**config.mk**
```make
export PLATFORM = sky130hd
export DESIGN_NAME = dtg_regs
export DESIGN_NICKNAME = d
export VERILOG_FILES = /design/src/rtl/dtg_pkg.sv /design/src/rtl/dtg_regs.sv
export SDC_FILE = /design/constraint.sdc
export NUM_CORES = 1
export LEC_CHECK = 0
export ABC_AREA = 1
export BUFFER_PORTS_ARGS = -buffer_cell sky130_fd_sc_hd__buf_2
export CAP_MARGIN = 20
export CORE_ASPECT_RATIO = 0.8
export CORE_MARGIN = 2
export CORE_UTILIZATION = 46
export CTS_CLUSTER_DIAMETER = 40
export DETAILED_ROUTE_END_ITERATION = 10
export PLACE_DENSITY = 0.74
export SLEW_MARGIN = 20
export SYNTH_ARGS = -nofsm -noshare
export SYNTH_HDL_FRONTEND = slang
export SYNTH_SLANG_ARGS = --single-unit
```
**constraint.sdc**
```tcl
create_clock -name clk -period 1 [get_ports clk]
set_input_delay 0.1 -clock clk [delete_from_list [all_inputs] [get_ports clk]]
set_output_delay 0.1 -clock clk [all_outputs]
set_load 0.01 [all_outputs]
```
**src/rtl/dtg_pkg.sv**
```systemverilog
package dtg_pkg;

  localparam int GRID_W_DEF     = 128;
  localparam int GRID_H_DEF     = 128;
  localparam int COUNT_BITS_DEF = 20;

  localparam int DEPTH_W  = 16;
  localparam int COLUMN_W = 12;
  localparam int CELL_W   = 7;
  localparam int COUNT_W  = 20;
  localparam int ADDR_W   = 5;
  localparam int DATA_W   = 32;

  // shared divider: lateral product magnitude over focal length or doubled cell side
  localparam int DIV_NUM_W = 28;
  localparam int DIV_DEN_W = 17;

  localparam logic [2:0] REG_FOCAL_PX      = 3'd0;
  localparam logic [2:0] REG_IMAGE_WIDTH   = 3'd1;
  localparam logic [2:0] REG_MAP_WIDTH_MM  = 3'd2;
  localparam logic [2:0] REG_MAP_HEIGHT_MM = 3'd3;
  localparam logic [2:0] REG_CENTER_X_MM   = 3'd4;
  localparam logic [2:0] REG_CENTER_Y_MM   = 3'd5;
  localparam logic [2:0] REG_CELL_MM       = 3'd6;

  localparam logic [15:0] FOCAL_PX_RST      = 16'd525;
  localparam logic [11:0] IMAGE_WIDTH_RST   = 12'd640;
  localparam logic [15:0] MAP_WIDTH_MM_RST  = 16'd10000;
  localparam logic [15:0] MAP_HEIGHT_MM_RST = 16'd10000;
  localparam logic [15:0] CENTER_X_MM_RST   = 16'd0;
  localparam logic [15:0] CENTER_Y_MM_RST   = 16'd0;
  localparam logic [15:0] CELL_MM_RST       = 16'd100;

  typedef struct packed {
    logic [15:0] focal_px;
    logic [11:0] image_width;
    logic [15:0] map_width_mm;
    logic [15:0] map_height_mm;
    logic [15:0] center_x_mm;
    logic [15:0] center_y_mm;
    logic [15:0] cell_mm;
  } cfg_t;

  typedef enum logic [3:0] {
    ST_CLEAR,
    ST_IDLE,
    ST_PREP,
    ST_LAT_GO,
    ST_LAT_WAIT,
    ST_RANGE,
    ST_X_GO,
    ST_X_WAIT,
    ST_Y_GO,
    ST_Y_WAIT,
    ST_CHECK,
    ST_READ,
    ST_MODIFY,
    ST_DONE
  } state_t;

endpackage

```
**src/rtl/dtg_regs.sv**
```systemverilog
module dtg_regs (
  input  logic                        clk,
  input  logic                        rst_n,
  input  logic                        psel,
  input  logic                        penable,
  input  logic                        pwrite,
  input  logic [dtg_pkg::ADDR_W-1:0]  paddr,
  input  logic [dtg_pkg::DATA_W-1:0]  pwdata,
  output logic [dtg_pkg::DATA_W-1:0]  prdata,
  output logic                        pready,
  output dtg_pkg::cfg_t               cfg
);

  dtg_pkg::cfg_t cfg_r;
  logic [2:0]    reg_idx;
  logic          wr_en;

  assign reg_idx = paddr[4:2];
  assign wr_en   = psel & penable & pwrite;
  assign pready  = 1'b1;
  assign cfg     = cfg_r;

  always_ff @(posedge clk) begin
    if (!rst_n) begin
      cfg_r.focal_px      <= dtg_pkg::FOCAL_PX_RST;
      cfg_r.image_width   <= dtg_pkg::IMAGE_WIDTH_RST;
      cfg_r.map_width_mm  <= dtg_pkg::MAP_WIDTH_MM_RST;
      cfg_r.map_height_mm <= dtg_pkg::MAP_HEIGHT_MM_RST;
      cfg_r.center_x_mm   <= dtg_pkg::CENTER_X_MM_RST;
      cfg_r.center_y_mm   <= dtg_pkg::CENTER_Y_MM_RST;
      cfg_r.cell_mm       <= dtg_pkg::CELL_MM_RST;
    end else if (wr_en) begin
      unique case (reg_idx)
        dtg_pkg::REG_FOCAL_PX:      cfg_r.focal_px      <= pwdata[15:0];
        dtg_pkg::REG_IMAGE_WIDTH:   cfg_r.image_width   <= pwdata[11:0];
        dtg_pkg::REG_MAP_WIDTH_MM:  cfg_r.map_width_mm  <= pwdata[15:0];
        dtg_pkg::REG_MAP_HEIGHT_MM: cfg_r.map_height_mm <= pwdata[15:0];
        dtg_pkg::REG_CENTER_X_MM:   cfg_r.center_x_mm   <= pwdata[15:0];
        dtg_pkg::REG_CENTER_Y_MM:   cfg_r.center_y_mm   <= pwdata[15:0];
        dtg_pkg::REG_CELL_MM:       cfg_r.cell_mm       <= pwdata[15:0];
        default: ;
      endcase
    end
  end

  always_comb begin
    prdata = '0;
    unique case (reg_idx)
      dtg_pkg::REG_FOCAL_PX:      prdata = {16'd0, cfg_r.focal_px};
      dtg_pkg::REG_IMAGE_WIDTH:   prdata = {20'd0, cfg_r.image_width};
      dtg_pkg::REG_MAP_WIDTH_MM:  prdata = {16'd0, cfg_r.map_width_mm};
      dtg_pkg::REG_MAP_HEIGHT_MM: prdata = {16'd0, cfg_r.map_height_mm};
      dtg_pkg::REG_CENTER_X_MM:   prdata = {16'd0, cfg_r.center_x_mm};
      dtg_pkg::REG_CENTER_Y_MM:   prdata = {16'd0, cfg_r.center_y_mm};
      dtg_pkg::REG_CELL_MM:       prdata = {16'd0, cfg_r.cell_mm};
      default:                    prdata = '0;
    endcase
  end

endmodule

```
==> flow_metrics.tcl, run 1 <==
set metrics [dict create \
    run_status "complete, but fails checks" \
    violations_in_the_final_reports "negative setup slack" \
    pin_count_of_the_biggest_net_entering_global_routing 39 \
    htree_levels 3 \
    post-place-cells 1179 \
    cp_cell_sequence "nand4_1 > nand2_1 > nor2_2 > nand2_1 > buf_6" \
    place_congestion 0.9115 \
    die_area_sq_um 12780 \
    max-cap-violations 0 \
    largest_register_ffs 108 \
    stdcell_area_sq_um 8129 \
    synth_cell_types 16 \
    final_common_cell "sky130_fd_sc_hd__nand2_1" \
    fin_nets 1125 \
    dr.pass1.iters 6 \
    setup_violations 46 \
    static-leakage-power_nw 4.010 \
    path_common_cell "sky130_fd_sc_hd__nand2_1" \
    critical_path_data_required_time_ns 0.90 \
    synth.area.mux_share 0 \
    tns_ns -4.810 \
    viasPerCell 5.277 \
    criticalPathCategory "reg2out" \
    placeableCoreArea_sq_um 11560 \
    final_util 0.7031 \
    critPathLaunchType "register" \
    p_per_area_nw_per_um2 1164 \
    grt_antenna_before_repair 0 \
    final_critical_path_setup_slack_ns -0.3312 \
    combinational_family_with_the_most_area_after_synthesis "simple AND/OR/NAND/NOR gates" \
    cts_tree "yes" \
    rsz0062_at_grt "true" \
    finClkSkew_ns 0 \
    critical_path.endpoint_type "primary output" \
    dieWidth_um 125.9 \
    starting_utilization_of_the_core_area 0.4729 \
    ys_seq_elements 108 \
    stdcell_count 1235 \
    hold_path.class "in2reg" \
    timing.final.crit_period_ns 1.331 \
    yosysWarningCount 0 \
    rows 35 \
    grt_use_total 0.2967 \
    drt_drc_violations_left 0 \
    maximum_resistive_drop_on_vdd_uv 818.1 \
    diode_count 0 \
    dpl_cell_area_sq_um 6834 \
    period_share 1.331 \
    worst_path_max_delay_cell "sky130_fd_sc_hd__dfxtp_2" \
    final_cell_mix "256 x sky130_fd_sc_hd__nand2_1, 208 x sky130_fd_sc_hd__nor2_1, 97 x sky130_fd_sc_hd__buf_2" \
    tritoncts_num_sinks 108 \
    count_of_flip_flops_with_a_built_in_enable_after_synthesis 0 \
    slew_violations 0 \
    clk_latency_ns 0.35 \
    num_vias 6517 \
    first_global_vias 5885 \
    synth-simple-area-share 0.4931 \
    count_of_nets_left_with_antenna_violations_after_detail_routing 0 \
    syn2layout_area_growth_pct 48.67 \
    buffer_ports.inserted 147 \
    starting_drc_count_in_detailed_routing 693 \
    dp_hpwl_mm 13.38 \
    final_hold_viol_count 0 \
    cts_made_buffers 9 \
    clkTransAtPathRegs_ns 0.07 \
    xor_xnor_portion_of_the_synthesized_cell_area 0 \
    chipHeight_um 101.5 \
    synth-main-ff-cell "sky130_fd_sc_hd__dfxtp_1" \
    clockRootBuffer "sky130_fd_sc_hd__clkbuf_16" \
    achievable-frequency_mhz 751.2 \
    pin_count 183 \
    synthesis.area_sq_um 5468 \
    cp_slowest_stage_delay_ns 0.33 \
    asyncSetResetFlopFracSynth 0 \
    drt-wirelength-per-cell_um 16.05 \
    worstPathArrival_ns 1.23 \
    drive_gt1_frac 0.3588 \
    synthesis.instances 864 \
    average_cell_area_after_synthesis_sq_um 6.328 \
    proportion_of_synthesized_chip_area_in_sequential_cells 0.3954 \
    crit_path_max_fanout 2 \
    max-clock-path-buffers 2 \
    grt-ovfl-total 0 \
    synth_fa_ha_area_frac 0 \
    drt-total-wl_mm 19.82 \
    first_pass_grt_wire_length_mm 30.06 \
    synthesized_area_fraction_occupied_by_ao_oa_aoi_and_oai_cells 0.002746 \
]
## metal layers
metal  GRT usage  vias to the layer above  part of all wire
met2      0.4818                      382              0.46
met3     0.06128                       61              0.11
met5           0                        -                 0
met4      0.1260                        0             0.031
met1      0.3884                     2948              0.40
li1            -                     3126                 -
## Yosys cell counts, types with 3 or more instances
cell type | number | area [sq um]
sky130_fd_sc_hd__buf_4 | 34 | 255.2
sky130_fd_sc_hd__nor2_2 | 7 | 43.79
sky130_fd_sc_hd__o21ai_0 | 3 | 15.01
sky130_fd_sc_hd__nor2_4 | 4 | 45.04
sky130_fd_sc_hd__nand2_1 | 261 | 979.7
sky130_fd_sc_hd__nand3_1 | 100 | 500.5
sky130_fd_sc_hd__nor2_1 | 220 | 825.8
sky130_fd_sc_hd__inv_2 | 4 | 15.01
sky130_fd_sc_hd__buf_1 | 8 | 30.03
sky130_fd_sc_hd__nand4_1 | 45 | 281.5
sky130_fd_sc_hd__clkbuf_1 | 3 | 11.26
sky130_fd_sc_hd__inv_1 | 32 | 120.1
sky130_fd_sc_hd__dfxtp_1 | 108 | 2162
sky130_fd_sc_hd__buf_2 | 31 | 155.2
## path summary, 6_finish.rpt
check                                from  cells after the start  slack, ns        end
worst min register to register    cfg[73]                      2       0.47    cfg[73]
worst max register to register    cfg[40]                      5       0.03    cfg[40]
worst max-delay path              cfg[22]                      5      -0.33  prdata[6]
worst min-delay path            pwdata[8]                      3       0.01    cfg[56]
## through the flow
step	hold slack [ns]	power (mW)	worst slack [ns]
2_1_floorplan	0.2261	5.193	0.005313
3_3_place_gp	0.3363	5.617	-0.2431
3_5_place_dp	0.3455	5.631	-0.3034
4_1_cts	0.007686	9.413	-0.2921
5_1_grt	0.02185	9.717	-0.3744
6_report	0.01404	9.459	-0.3312
## critical path: cells and delay by family (launching register included)
kind	cells	cell delay [ns]
simple gates	4	0.42
flops	1	0.33
buf+inv	1	0.13
## cell families after synthesis
logic type / count (synthesis)
buf+inv: 112
flops: 108
other cells: 2
simple gates: 639
compound gates: 3
## final cells by class
class | instances | area, sq um
Sequential cell | 108 | 2248
Tap cell | 148 | 185.2
Timing Repair Buffer | 269 | 2359
Clock buffer | 14 | 274.0
Fill cell | 939 | 3432
Multi-Input combinational cell | 659 | 2875
Clock inverter | 1 | 30.03
Inverter | 36 | 157.7
## power by group
| part | internal (mW) | switching, mW | leakage [nW] |
|---|---|---|---|
| Clock | 2.14 | 1.60 | 0.149 |
| Combinational | 0.519 | 0.798 | 2.97 |
| Sequential | 4.36 | 0.0462 | 0.895 |
## timing repair
item                       in CTS  in global routing
hold buffers                    7                  0
buffers inserted               23                 29
hold endpoints to repair        8                  0
setup endpoints to repair      39                 99
pin swaps                      49                 28
gates cloned                    0                  0
resized for setup             147                 66
(Power assumes the default switching activity.)
==> run 2, diff against run 1 <==
--- a/config.mk
+++ b/config.mk
@@ -14,6 +14,7 @@
 export CTS_CLUSTER_DIAMETER = 40
 export DETAILED_ROUTE_END_ITERATION = 10
 export PLACE_DENSITY = 0.74
+export SETUP_SLACK_MARGIN = 0.2
 export SLEW_MARGIN = 20
 export SYNTH_ARGS = -nofsm -noshare
 export SYNTH_HDL_FRONTEND = slang
==> run 2 against run 1 <==
The flow finishes with violations (negative hold slack, negative setup slack). Sequential power barely moved. Clock skew did not move. First-iteration DRC count rose by 66%. Cell area rose by 23%. Register-to-register slack improved by 0.03 ns. Count of clock-buffer cells in the layout fell by 4. Sequential share of layout area fell by 4.4 points. Clock power rose by 4%. Critical path type unchanged. Largest power group unchanged.
==> flow_metrics.tcl, run 2 (same netlist as run 1, synthesis figures left out) <==
set metrics [dict create \
    rows 35 \
    largest_register_ffs 108 \
    final_util 0.8655 \
    power.share.switching 0.2964 \
    combined_area_of_the_multi_input_logic_cells_sq_um 3308 \
    num_vias 8086 \
    static-leakage-power_nw 4.757 \
    max-cap-violations 0 \
    starting_drc_count_in_detailed_routing 1147 \
    dpl_cell_area_sq_um 6979 \
    worstPathArrival_ns 1.36 \
    tritoncts_num_sinks 108 \
    grt_antenna_before_repair 0 \
    internal_power_mw 7.102 \
    setup_violations 80 \
    achievable-frequency_mhz 686.0 \
    cts_tree "yes" \
    net_switching_power_mw 2.992 \
    worst_path_max_delay_cell "sky130_fd_sc_hd__dfxtp_2" \
    chipHeight_um 101.5 \
    hold_path.class "in2reg" \
    syn2layout_area_growth_pct 83.00 \
    layout.filler_cells 505 \
    total_power_mw 10.09 \
    pin_count_of_the_biggest_net_entering_global_routing 65 \
    grt_use_total 0.3321 \
    count_of_nets_left_with_antenna_violations_after_detail_routing 0 \
    critPathLaunchType "register" \
    slew_violations 0 \
    stdcell_area_sq_um 10010 \
    final_hold_viol_count 1 \
    path_common_cell "sky130_fd_sc_hd__nand2_1" \
    final_cell_mix "225 x sky130_fd_sc_hd__nand2_1, 201 x sky130_fd_sc_hd__buf_6, 167 x sky130_fd_sc_hd__nor2_1" \
    dp_hpwl_mm 13.59 \
    fin_nets 1182 \
    diode_count 0 \
    crit-reg2reg-launch "cfg[25]" \
    cts_made_buffers 9 \
    period_share 1.458 \
    drt_drc_violations_left 0 \
    critical_path_data_required_time_ns 0.90 \
    max-clock-path-buffers 2 \
    viasPerCell 6.254 \
    crit_path_max_fanout 2 \
    power_frac_comb 0.179 \
    rsz0062_at_grt "true" \
    register_area_sq_um 2330 \
    source_of_the_worst_hold_timing_path "pwdata[2]" \
    r2r_slack_ns 0.06 \
    min_to "cfg[94]" \
    tightest_slew_ns 0.5819 \
    die_area_sq_um 12780 \
    run_status "complete, but fails checks" \
    grt-ovfl-total 0 \
    post-place-cells 1182 \
    criticalPathCategory "reg2out" \
    critical_path.endpoint_type "primary output" \
    p_seq_frac 0.435 \
    cp_slowest_stage_delay_ns 0.34 \
    htree_levels 3 \
    first_global_vias 6345 \
    worstRegToRegCells 4 \
    fin_worst_hold_slack_ns -0.0005084 \
    placeableCoreArea_sq_um 11560 \
    cp_cell_sequence "nand4_1 > nand2_1 > nor2_2 > nand2_1 > buf_2" \
    buffer_ports.inserted 147 \
    reg2reg_to "cfg[25]" \
    final_common_cell "sky130_fd_sc_hd__nand2_1" \
    clock_power_share 0.386 \
    first_pass_grt_wire_length_mm 33.44 \
    drt-total-wl_mm 30.00 \
    starting_utilization_of_the_core_area 0.4729 \
    violations_in_the_final_reports "negative hold slack, negative setup slack" \
    clockRootBuffer "sky130_fd_sc_hd__clkbuf_16" \
    timing.slew.headroom 0.6117 \
    clk_latency_ns 0.38 \
    dieWidth_um 125.9 \
    drive_gt1_frac 0.5022 \
    clkTransAtPathRegs_ns 0.08 \
    maximum_resistive_drop_on_vdd_uv 1029 \
    placement.setup.worst_slack_ns -0.2530 \
    worstHoldPathCells 3 \
    pin_count 183 \
    timing.final.crit_period_ns 1.458 \
    finClkSkew_ns 0 \
    place_congestion 0.9179 \
    stdcell_count 1293 \
    dr.pass1.iters 7 \
    final_critical_path_setup_slack_ns -0.4577 \
    drt-wirelength-per-cell_um 23.20 \
    p_per_area_nw_per_um2 1009 \
]
[run 2: cell types whose count changed in the layout (fill, tap and decap cells not counted), sizes merged]
| cell | change |
|---|---|
| clkinv | +5 |
| inv | +2 |
| dlygate4sd3 | -1 |
| bufbuf | +1 |
| clkinvlp | -2 |
| buf | +51 |
| clkbuf | +3 |
| dlymetal6s4s | -1 |
[run 2: final cells by class]
cell class,instances,area share
Clock buffer,10,0.02388
Inverter,36,0.01701
Multi-Input combinational cell,659,0.3306
Timing Repair Buffer,326,0.3708
Sequential cell,108,0.2328
Tap cell,148,0.01851
Clock inverter,6,0.006377
[run 2: metal layers]
| metal | up-vias | routed length [um] | track usage |
|---|---|---|---|
| met1 | 3735 | 10170 | 0.4284 |
| met5 | - | 0 | 0 |
| met2 | 825 | 12840 | 0.5455 |
| li1 | 3251 | - | - |
| met4 | 0 | 2564 | 0.1200 |
| met3 | 275 | 4423 | 0.08347 |
[run 2: per-stage QoR]
stage	setup TNS, ns	hold slack (ns)
after detailed placement	-24.99	0.3368
final	-9.695	-0.0005084
after global placement	-21.98	0.3401
after global routing	-10.75	0.002183
after CTS	-5.132	0.001957
after floorplan	0	0.2261
[run 2: critical path, delay by kind of cell, from the launching register on]
kind,cells,cell delay [ns]
flip-flops,1,0.34
AND/OR/NAND/NOR,4,0.50
buffers and inverters,1,0.13
[run 2: how the worst max path moves through the flow]
stage | startpoint | end | slack [ns] | depth (start not counted)
after floorplan | paddr[3] | cfg[27] | 0.007 | 9
after global placement | paddr[4] | cfg[16] | -0.23 | 8
after detailed placement | paddr[4] | cfg[23] | -0.25 | 8
after CTS | cfg[67] | prdata[3] | -0.30 | 5
after global routing | cfg[12] | prdata[12] | -0.48 | 5
final | cfg[12] | prdata[12] | -0.46 | 5
[run 2: repair_timing]
action,CTS,global route
endpoints found under the hold margin,5,0
setup buffers,36,38
hold buffers,5,0
gates resized for setup,314,175
pin swaps,89,68
setup endpoints to repair,226,227
gates cloned,2,14
[run 2: power groups by stage]
| stage | logic, mW | registers (mW) | clock network, mW |
|---|---|---|---|
| floorplan | 0.719 | 4.52 | 0 |
| global placement | 1.16 | 4.50 | 0 |
| detailed placement | 1.17 | 4.50 | 0 |
| CTS | 1.38 | 4.41 | 3.71 |
| global route | 1.85 | 4.40 | 4.01 |
| finish | 1.81 | 4.39 | 3.89 |
